==> src/sv/mhpq_pkg.sv <==
// Shared types, sizes and codes for the max-heap priority queue.
package mhpq_pkg;

  localparam int unsigned CAPACITY = 128;
  localparam int unsigned IDX_W    = $clog2(CAPACITY);
  localparam int unsigned CNT_W    = $clog2(CAPACITY + 1);
  localparam int unsigned CHILD_W  = IDX_W + 2;
  localparam int unsigned DATA_W   = 32;

  typedef enum logic {
    REQ_INSERT = 1'b0,
    REQ_REMOVE = 1'b1
  } req_e;

  typedef enum logic [1:0] {
    ST_OK    = 2'd0,
    ST_FULL  = 2'd1,
    ST_EMPTY = 2'd2
  } status_e;

  typedef struct packed {
    req_e                     req_type;
    logic signed [DATA_W-1:0] item_value;
  } req_t;

  typedef struct packed {
    logic signed [DATA_W-1:0] removed_value;
    logic signed [DATA_W-1:0] top_value;
    logic [7:0]               entry_count;
    logic                     is_empty;
    status_e                  status;
  } rsp_t;

  typedef struct packed {
    logic              we;
    logic [IDX_W-1:0]  waddr;
    logic [DATA_W-1:0] wdata;
    logic [IDX_W-1:0]  raddr0;
    logic [IDX_W-1:0]  raddr1;
  } ram_req_t;

endpackage

==> src/sv/mhpq_ctrl.sv <==
// Sift-up / sift-down sequencer working on the heap memory.
module mhpq_ctrl (
  input  logic                        clk_i,
  input  logic                        rst_ni,
  input  logic                        req_valid_i,
  output logic                        req_ready_o,
  input  mhpq_pkg::req_t              req_i,
  output logic                        rsp_valid_o,
  input  logic                        rsp_ready_i,
  output mhpq_pkg::rsp_t              rsp_o,
  output mhpq_pkg::ram_req_t          ram_req_o,
  input  logic [mhpq_pkg::DATA_W-1:0] rdata0_i,
  input  logic [mhpq_pkg::DATA_W-1:0] rdata1_i
);

  typedef enum logic [2:0] {
    S_IDLE,
    S_LAST,
    S_UP,
    S_DN,
    S_FIN,
    S_RESP
  } state_e;

  state_e                         state_q, state_d;
  logic [mhpq_pkg::IDX_W-1:0]     pos_q, pos_d;
  logic [mhpq_pkg::DATA_W-1:0]    hold_q, hold_d;
  logic [mhpq_pkg::CNT_W-1:0]     count_q, count_d;
  logic [mhpq_pkg::DATA_W-1:0]    top_q, top_d;
  logic [mhpq_pkg::DATA_W-1:0]    removed_q, removed_d;
  mhpq_pkg::status_e              status_q, status_d;

  logic [mhpq_pkg::IDX_W-1:0]     cnt_idx, last_idx, par_idx, grand_idx, pick_idx;
  logic [mhpq_pkg::CHILD_W-1:0]   c1, c2, nc1, nc2, n_ext;
  logic                           pick2;
  logic [mhpq_pkg::DATA_W-1:0]    pick_val;

  assign cnt_idx   = count_q[mhpq_pkg::IDX_W-1:0];
  assign last_idx  = cnt_idx - mhpq_pkg::IDX_W'(1);
  assign par_idx   = (pos_q - mhpq_pkg::IDX_W'(1)) >> 1;
  assign grand_idx = (par_idx - mhpq_pkg::IDX_W'(1)) >> 1;
  assign n_ext     = mhpq_pkg::CHILD_W'(count_q);
  assign c1        = {1'b0, pos_q, 1'b1};
  assign c2        = c1 + mhpq_pkg::CHILD_W'(1);
  assign pick2     = (c2 < n_ext) && ($signed(rdata1_i) > $signed(rdata0_i));
  assign pick_idx  = pick2 ? c2[mhpq_pkg::IDX_W-1:0] : c1[mhpq_pkg::IDX_W-1:0];
  assign pick_val  = pick2 ? rdata1_i : rdata0_i;
  assign nc1       = {1'b0, pick_idx, 1'b1};
  assign nc2       = nc1 + mhpq_pkg::CHILD_W'(1);

  assign req_ready_o = (state_q == S_IDLE);
  assign rsp_valid_o = (state_q == S_RESP);

  always_comb begin
    state_d   = state_q;
    pos_d     = pos_q;
    hold_d    = hold_q;
    count_d   = count_q;
    removed_d = removed_q;
    status_d  = status_q;
    ram_req_o = '{we: 1'b0, waddr: pos_q, wdata: hold_q, raddr0: '0, raddr1: '0};

    unique case (state_q)
      S_IDLE: begin
        if (req_valid_i) begin
          removed_d = '0;
          status_d  = mhpq_pkg::ST_OK;
          if (req_i.req_type == mhpq_pkg::REQ_INSERT) begin
            if (count_q == mhpq_pkg::CNT_W'(mhpq_pkg::CAPACITY)) begin
              status_d = mhpq_pkg::ST_FULL;
              state_d  = S_RESP;
            end else begin
              hold_d  = req_i.item_value;
              pos_d   = cnt_idx;
              count_d = count_q + mhpq_pkg::CNT_W'(1);
              if (count_q == '0) begin
                state_d = S_FIN;
              end else begin
                ram_req_o.raddr0 = (cnt_idx - mhpq_pkg::IDX_W'(1)) >> 1;
                state_d          = S_UP;
              end
            end
          end else begin
            if (count_q == '0) begin
              status_d = mhpq_pkg::ST_EMPTY;
              state_d  = S_RESP;
            end else begin
              removed_d = top_q;
              count_d   = count_q - mhpq_pkg::CNT_W'(1);
              pos_d     = '0;
              if (count_q == mhpq_pkg::CNT_W'(1)) begin
                state_d = S_RESP;
              end else begin
                ram_req_o.raddr0 = last_idx;
                state_d          = S_LAST;
              end
            end
          end
        end
      end
      S_LAST: begin
        hold_d = rdata0_i;
        if (count_q > mhpq_pkg::CNT_W'(1)) begin
          ram_req_o.raddr0 = c1[mhpq_pkg::IDX_W-1:0];
          ram_req_o.raddr1 = c2[mhpq_pkg::IDX_W-1:0];
          state_d          = S_DN;
        end else begin
          state_d = S_FIN;
        end
      end
      S_UP: begin
        if ($signed(hold_q) > $signed(rdata0_i)) begin
          ram_req_o.we    = 1'b1;
          ram_req_o.wdata = rdata0_i;
          pos_d           = par_idx;
          if (par_idx == '0) begin
            state_d = S_FIN;
          end else begin
            ram_req_o.raddr0 = grand_idx;
          end
        end else begin
          state_d = S_FIN;
        end
      end
      S_DN: begin
        if ($signed(pick_val) > $signed(hold_q)) begin
          ram_req_o.we    = 1'b1;
          ram_req_o.wdata = pick_val;
          pos_d           = pick_idx;
          if (nc1 < n_ext) begin
            ram_req_o.raddr0 = nc1[mhpq_pkg::IDX_W-1:0];
            ram_req_o.raddr1 = nc2[mhpq_pkg::IDX_W-1:0];
          end else begin
            state_d = S_FIN;
          end
        end else begin
          state_d = S_FIN;
        end
      end
      S_FIN: begin
        ram_req_o.we = 1'b1;
        state_d      = S_RESP;
      end
      S_RESP: begin
        if (rsp_ready_i) begin
          state_d = S_IDLE;
        end
      end
      default: begin
        state_d = S_IDLE;
      end
    endcase

    top_d = top_q;
    if (ram_req_o.we && (ram_req_o.waddr == '0)) begin
      top_d = ram_req_o.wdata;
    end
  end

  always_ff @(posedge clk_i or negedge rst_ni) begin
    if (!rst_ni) begin
      state_q  <= S_IDLE;
      count_q  <= '0;
      status_q <= mhpq_pkg::ST_OK;
    end else begin
      state_q  <= state_d;
      count_q  <= count_d;
      status_q <= status_d;
    end
  end

  always_ff @(posedge clk_i) begin
    pos_q     <= pos_d;
    hold_q    <= hold_d;
    top_q     <= top_d;
    removed_q <= removed_d;
  end

  assign rsp_o.removed_value = removed_q;
  assign rsp_o.top_value     = (count_q == '0) ? '0 : top_q;
  assign rsp_o.entry_count   = 8'(count_q);
  assign rsp_o.is_empty      = (count_q == '0);
  assign rsp_o.status        = status_q;

  a_count_bound: assert property (@(posedge clk_i) disable iff (!rst_ni)
    count_q <= mhpq_pkg::CNT_W'(mhpq_pkg::CAPACITY))
    else $error("entry count above capacity");

  a_count_only_on_accept: assert property (@(posedge clk_i) disable iff (!rst_ni)
    !(req_valid_i && req_ready_o) |=> $stable(count_q))
    else $error("entry count changed without a transaction");

  a_no_write_when_idle: assert property (@(posedge clk_i) disable iff (!rst_ni)
    (state_q == S_IDLE || state_q == S_RESP) |-> !ram_req_o.we)
    else $error("heap memory written outside a sift");

  a_full_refused: assert property (@(posedge clk_i) disable iff (!rst_ni)
    (req_valid_i && req_ready_o && req_i.req_type == mhpq_pkg::REQ_INSERT &&
     count_q == mhpq_pkg::CNT_W'(mhpq_pkg::CAPACITY))
    |=> (status_q == mhpq_pkg::ST_FULL && state_q == S_RESP))
    else $error("insert into full heap not refused");

  a_empty_refused: assert property (@(posedge clk_i) disable iff (!rst_ni)
    (req_valid_i && req_ready_o && req_i.req_type == mhpq_pkg::REQ_REMOVE &&
     count_q == '0) |=> (status_q == mhpq_pkg::ST_EMPTY && count_q == '0))
    else $error("remove from empty heap not refused");

endmodule

==> config.mk <==
export PLATFORM = sky130hd
export DESIGN_NAME = mhpq_ctrl
export DESIGN_NICKNAME = d
export VERILOG_FILES = /design/src/sv/mhpq_pkg.sv /design/src/sv/mhpq_ctrl.sv
export SDC_FILE = /design/constraint.sdc
export NUM_CORES = 1
export LEC_CHECK = 0
export BUFFER_PORTS_ARGS = -buffer_cell sky130_fd_sc_hd__buf_2
export CAP_MARGIN = 20
export CORE_UTILIZATION = 35
export DETAILED_ROUTE_END_ITERATION = 16
export GPL_TIMING_DRIVEN = 0
export PLACE_DENSITY = 0.62
export SLEW_MARGIN = 25
export SYNTH_ARGS = -nofsm -noshare
export SYNTH_HDL_FRONTEND = slang
export SYNTH_SLANG_ARGS = --single-unit
==> constraint.sdc <==
create_clock -name clk_i -period 20.8 [get_ports clk_i]
set_input_delay 4.16 -clock clk_i [delete_from_list [all_inputs] [get_ports clk_i]]
set_output_delay 4.16 -clock clk_i [all_outputs]
set_load 0.02 [all_outputs]
== After elaboration in Yosys (flattened, before gate mapping) ==
Cells that the tools add are included.

* Flip-flop bits (word level): 116
* Input port bits: 101
* Logic and storage cells: 102
* Output and inout port bits: 131

* Mux-type cells: 50
* $lt $le $gt $ge: 6
* Reductions and logical operators: 13
* Add/sub/neg operators: 7
* Equal/unequal tests: 19

{| class="wikitable"
|+ Operators with widths
! cell !! count
|-
| $mux 32 || 5
|-
| $pmux 32 s2 || 2
|-
| $gt 32x32->1 || 3
|-
| $mux 7 || 11
|-
| $mux 46 || 1
|-
| $mux 39 || 1
|-
| $mux 3 || 12
|-
| $mux 14 || 2
|-
| $pmux 7 s4 || 1
|-
| $mux 8 || 3
|-
| $pmux 7 s3 || 1
|-
| $mux 6 || 3
|-
| $pmux 3 s6 || 1
|-
| $logic_not 7->1 || 2
|-
| $ne 2x2->1 const B || 7
|-
| $pmux 7 s2 || 1
|-
| $sub 7x1->7 const B || 2
|-
| $ne 3x3->1 const B || 4
|-
| $reduce_and 4->1 || 3
|-
| $add 8x1->9 const B || 1
|-
| $lt 9x8->1 || 1
|-
| $add 8x1->8 const B || 1
|-
| $eq 8x1->1 const B || 1
|-
| $eq 8x8->1 const B || 1
|-
| 19 further kinds || 25
|}

== Depth between registers and ports, before layout ==
* Depth in word-level cells: 8
* Mapped depth: 23

== Worst setup path after synthesis ==
No wires, ideal clock.

* Kind: input -> output
* Start point: in rdata0_i[25] (netlist bit)
* End point: out ram_req_o[4] (netlist bit)
* Arrival time: 9.008 ns
* Cell stages on the path: 20
* Path buffers: 1
* Slack: 7.632 ns
* Data required time: 16.640 ns
* Path through: inv_1 -> ha_1 -> a21o_1 -> a221o_1 -> a221oi_1 -> o21ai_1 -> or3_4 -> a21oi_4 -> buf_2 -> mux2_2 -> ha_1 -> nor2b_1 -> o211ai_1 -> a21boi_0 -> a2111oi_0 -> a31oi_1 -> nor2b_1 -> nor4_2 -> nand3_2 -> o21ai_0

{| class="wikitable"
|+ RTL lines
! element !! RTL line !! source
|-
| start: declaration || mhpq_ctrl.sv:12 || <nowiki>input logic [mhpq_pkg::DATA_W-1:0] rdata0_i,</nowiki>
|-
| end: declaration || mhpq_ctrl.sv:11 || <nowiki>output mhpq_pkg::ram_req_t ram_req_o,</nowiki>
|}

==> summary.md <==
| Metric | Value |
|---|---|
| TritonCTS clock tree | done |
| Vias in the first global route | 8031 |
| Die Y | 165 microns |
| Worst path required time | 16.64 ns |
| Filler Cell Count | 2549 |
| Syn nets | 1151 |
| Ratio of cells with drive above 1 in the final layout | 30.0% |
| Worst Tran Pin Value | 0.789 ns |
| Initial Util | 35.7% |
| Syn-to-layout area delta | 23.9% |
| I/O pin count | 232 |
| Final setup TNS | 0 ns |
| Core ar. | 0.0260 sq mm |
| VDD IR-drop max | 0.0643 mV |
| Starting DRT DRC Count | 658 |
| # rows | 59 |
| Initial antenna violation count | 3 |
| Die width | 165 microns |
| Commonest non-fill, non-tap cell in the layout | buf_2 |
| Post-DR vias/cell | 5.43 |
| Status | completed |
| Hold Crit Class | reg2reg |
| CP arrival | 10.84 ns |
| Final net count | 1407 |
| Worst Setup End Kind | primary output |
| DIE AREA | 0.0271 sq mm |
| Post-synthesis simple-gate area fraction | 14.9% |
| IO buf count | 230 |
| Detailed Route WL | 31000 microns |
| Largest family of logic cells by synthesized area | adder cells |
| Root Buffer | clkbuf_16 |
| Met3 wire length | 1670 microns |
| Post-CTS Resized | 0 |
| Overall Power | 1.80 mW |
| Critical Path Fanout Max | 10 |
| Uppermost layer routed | met4 |
| First-pass GRT wire length | 46100 microns |
| Final count of hold timing violations | 0 |
| Max-slew violation count | 0 |
| DR WL/cell | 20.2 microns |
| H-tree depth | 4 |
| Worst-path clk slew | 0.06 ns |
| Max cap viols | 0 |
| RSZ-0062 raised after global routing | no |
| Met2 wire len | 13900 microns |
| Total CTS buffers | 17 |
| Largest net degree at the start of global routing | 36 |
| Post-synth EDFFs | 103 |
| Placer Congestion | 0.933 |
| Clock tree buffer depth | 2 |
| Post-Syn Instances | 933 |
| Startpoint types | primary input |
| Count of cell types in the netlist | 68 |
| Async SR Flop Fraction | 11.2% |
| Static Leak | 5.22 nW |
| Most frequent cells in the layout | 245 x buf_2, 117 x ha_1, 103 x edfxtp_1 |
| Netlist Area Pre-Place | 0.00927 sq mm |
| Worst clock skew | 0.0116 ns |
| Yosys reg bits | 116 |
| M1 wire length | 14700 microns |
| Xor/xnor share of the synthesized area | 2.82% |
| Final period util | 72.1% |
| Adder-cell share of the synthesized area | 15.8% |
| Post-CTS Hold Buffers | 0 |
| # clock sinks | 116 |
| Post-CTS Setup Bufs | 0 |
| Syn avg cell area | 9.93 sq um |
| Drt drc | 0 |
| Clk_lat worst skew | 0.43 ns |
| Post-synthesis compound-gate area fraction | 15.1% |
| Pwr Density | 157 mW/mm^2 |
| Mux cell area share after synthesis | 8.45% |
| Crit Path Class | in2out |
| GRT Total Usage | 23.0% |
| Drt pass-1 iters | 5 |
| Setup ws final | 5.80 ns |
| Syn. warnings | 0 |
| Seq/Total Area, Yosys | 36.9% |
| Setup violators final | 0 |
| Fmax | 66.7 MHz |
| Post-DP HPWL | 25000 microns |
| Antenna Nets Post-Route | 0 |
| Pre-CTS setup slack | 5.96 ns |
| Top_reg_cell synth | edfxtp_1 |
| Global route overflow | 0 |
| Final period demand of the worst path | 15.00 ns |
| Via count | 8356 |
| Slew headroom | 47.4% |
==> sequential cells by signal, indices dropped and copies added (netlist names) <==
signal / flops
removed_q: 32
status_q: 2
state_q: 3
pos_q: 7
count_q: 8
hold_q: 32
top_q: 32
==> metrics by stage <==
step	util, %	area (sq um)	hold slack, ns	std cells
finish	44.2	11500	0.478	1539
global route	44.2	11500	0.525	1538
CTS	44.1	11500	0.481	1537
detailed placement	41.9	10900	0.467	1505
global placement	41.7	10800	0.458	1498
floorplan	-	9270	0.545	933
==> worst paths after layout <==
check / startpoint / end / slack, ns / depth (start not counted)
max: rdata0_i[31] / ram_req_o[19] / 5.80 / 23
min: status_q[1] / status_q[1] / 0.48 / 2
max reg2reg: pos_q[1] / top_q[27] / 13.42 / 22
min reg2reg: status_q[1] / status_q[1] / 0.48 / 2
max in group asynchronous: rst_ni / state_q[0] / 16.92 / 1
min in group asynchronous: rst_ni / count_q[0] / 3.62 / 1
==> cells by family after synthesis <==
family          count (synthesis)
fa+ha+maj                     117
xor+xnor                       29
compound gates                197
mux                            70
other cells                     1
flops                         116
buf+inv                       141
simple gates                  262
==> layer usage <==
metal / vias up / GRT usage [%]
met5: - / 0
met4: 0 / 8.63
met3: 53 / 2.84
met2: 342 / 35.7
met1: 3966 / 32.5
li1: 3995 / -
==> power breakdown <==
part,switching [mW],internal (mW)
registers,0.0407,0.356
logic,0.722,0.386
clock network,0.130,0.170
total,0.892,0.911
==> synthesized netlist by cell type, types with 20 or more instances <==
master	n	area [sq um]
a21o_1	24	180
a21oi_1	45	225
and2_1	35	219
and3_1	36	225
clkbuf_1	34	128
edfxtp_1	103	3090
ha_1	117	1460
inv_1	94	353
mux2_2	66	743
nand2_1	71	267
nand4_1	20	125
nor2_1	30	113
o21ai_0	22	110
o221ai_1	36	315
xnor2_1	21	184
==> layout make-up <==
type	instances	area, sq um	area share, %
well taps	335	419	3.65
multi-input cells	676	5320	46.3
inverters	95	357	3.11
repair buffers	237	1190	10.3
plain buffers	46	194	1.69
diodes	2	5.00	0.0436
clock inverters	15	158	1.37
clock buffers	17	425	3.71
flip-flops and latches	116	3420	29.8
==> critical path, cell delays in order <==
cell       delay, ns
buf_2           0.10
inv_1           0.06
ha_1            0.38
and4_1          0.28
nand4_1         0.19
nor4_1          0.62
o31a_1          0.28
o21ai_2         0.13
a21oi_4         0.28
buf_2           0.32
mux2_2          0.38
ha_1            0.34
nand4_1         0.13
nor4_1          0.43
a21boi_0        0.31
a2111oi_0       0.11
a31oi_1         0.26
nor4b_1         0.14
nor4_2          0.69
clkbuf_1        0.60
nand2_1         0.11
o221ai_1        0.23
buf_2           0.27
(Power assumes the default switching activity.)
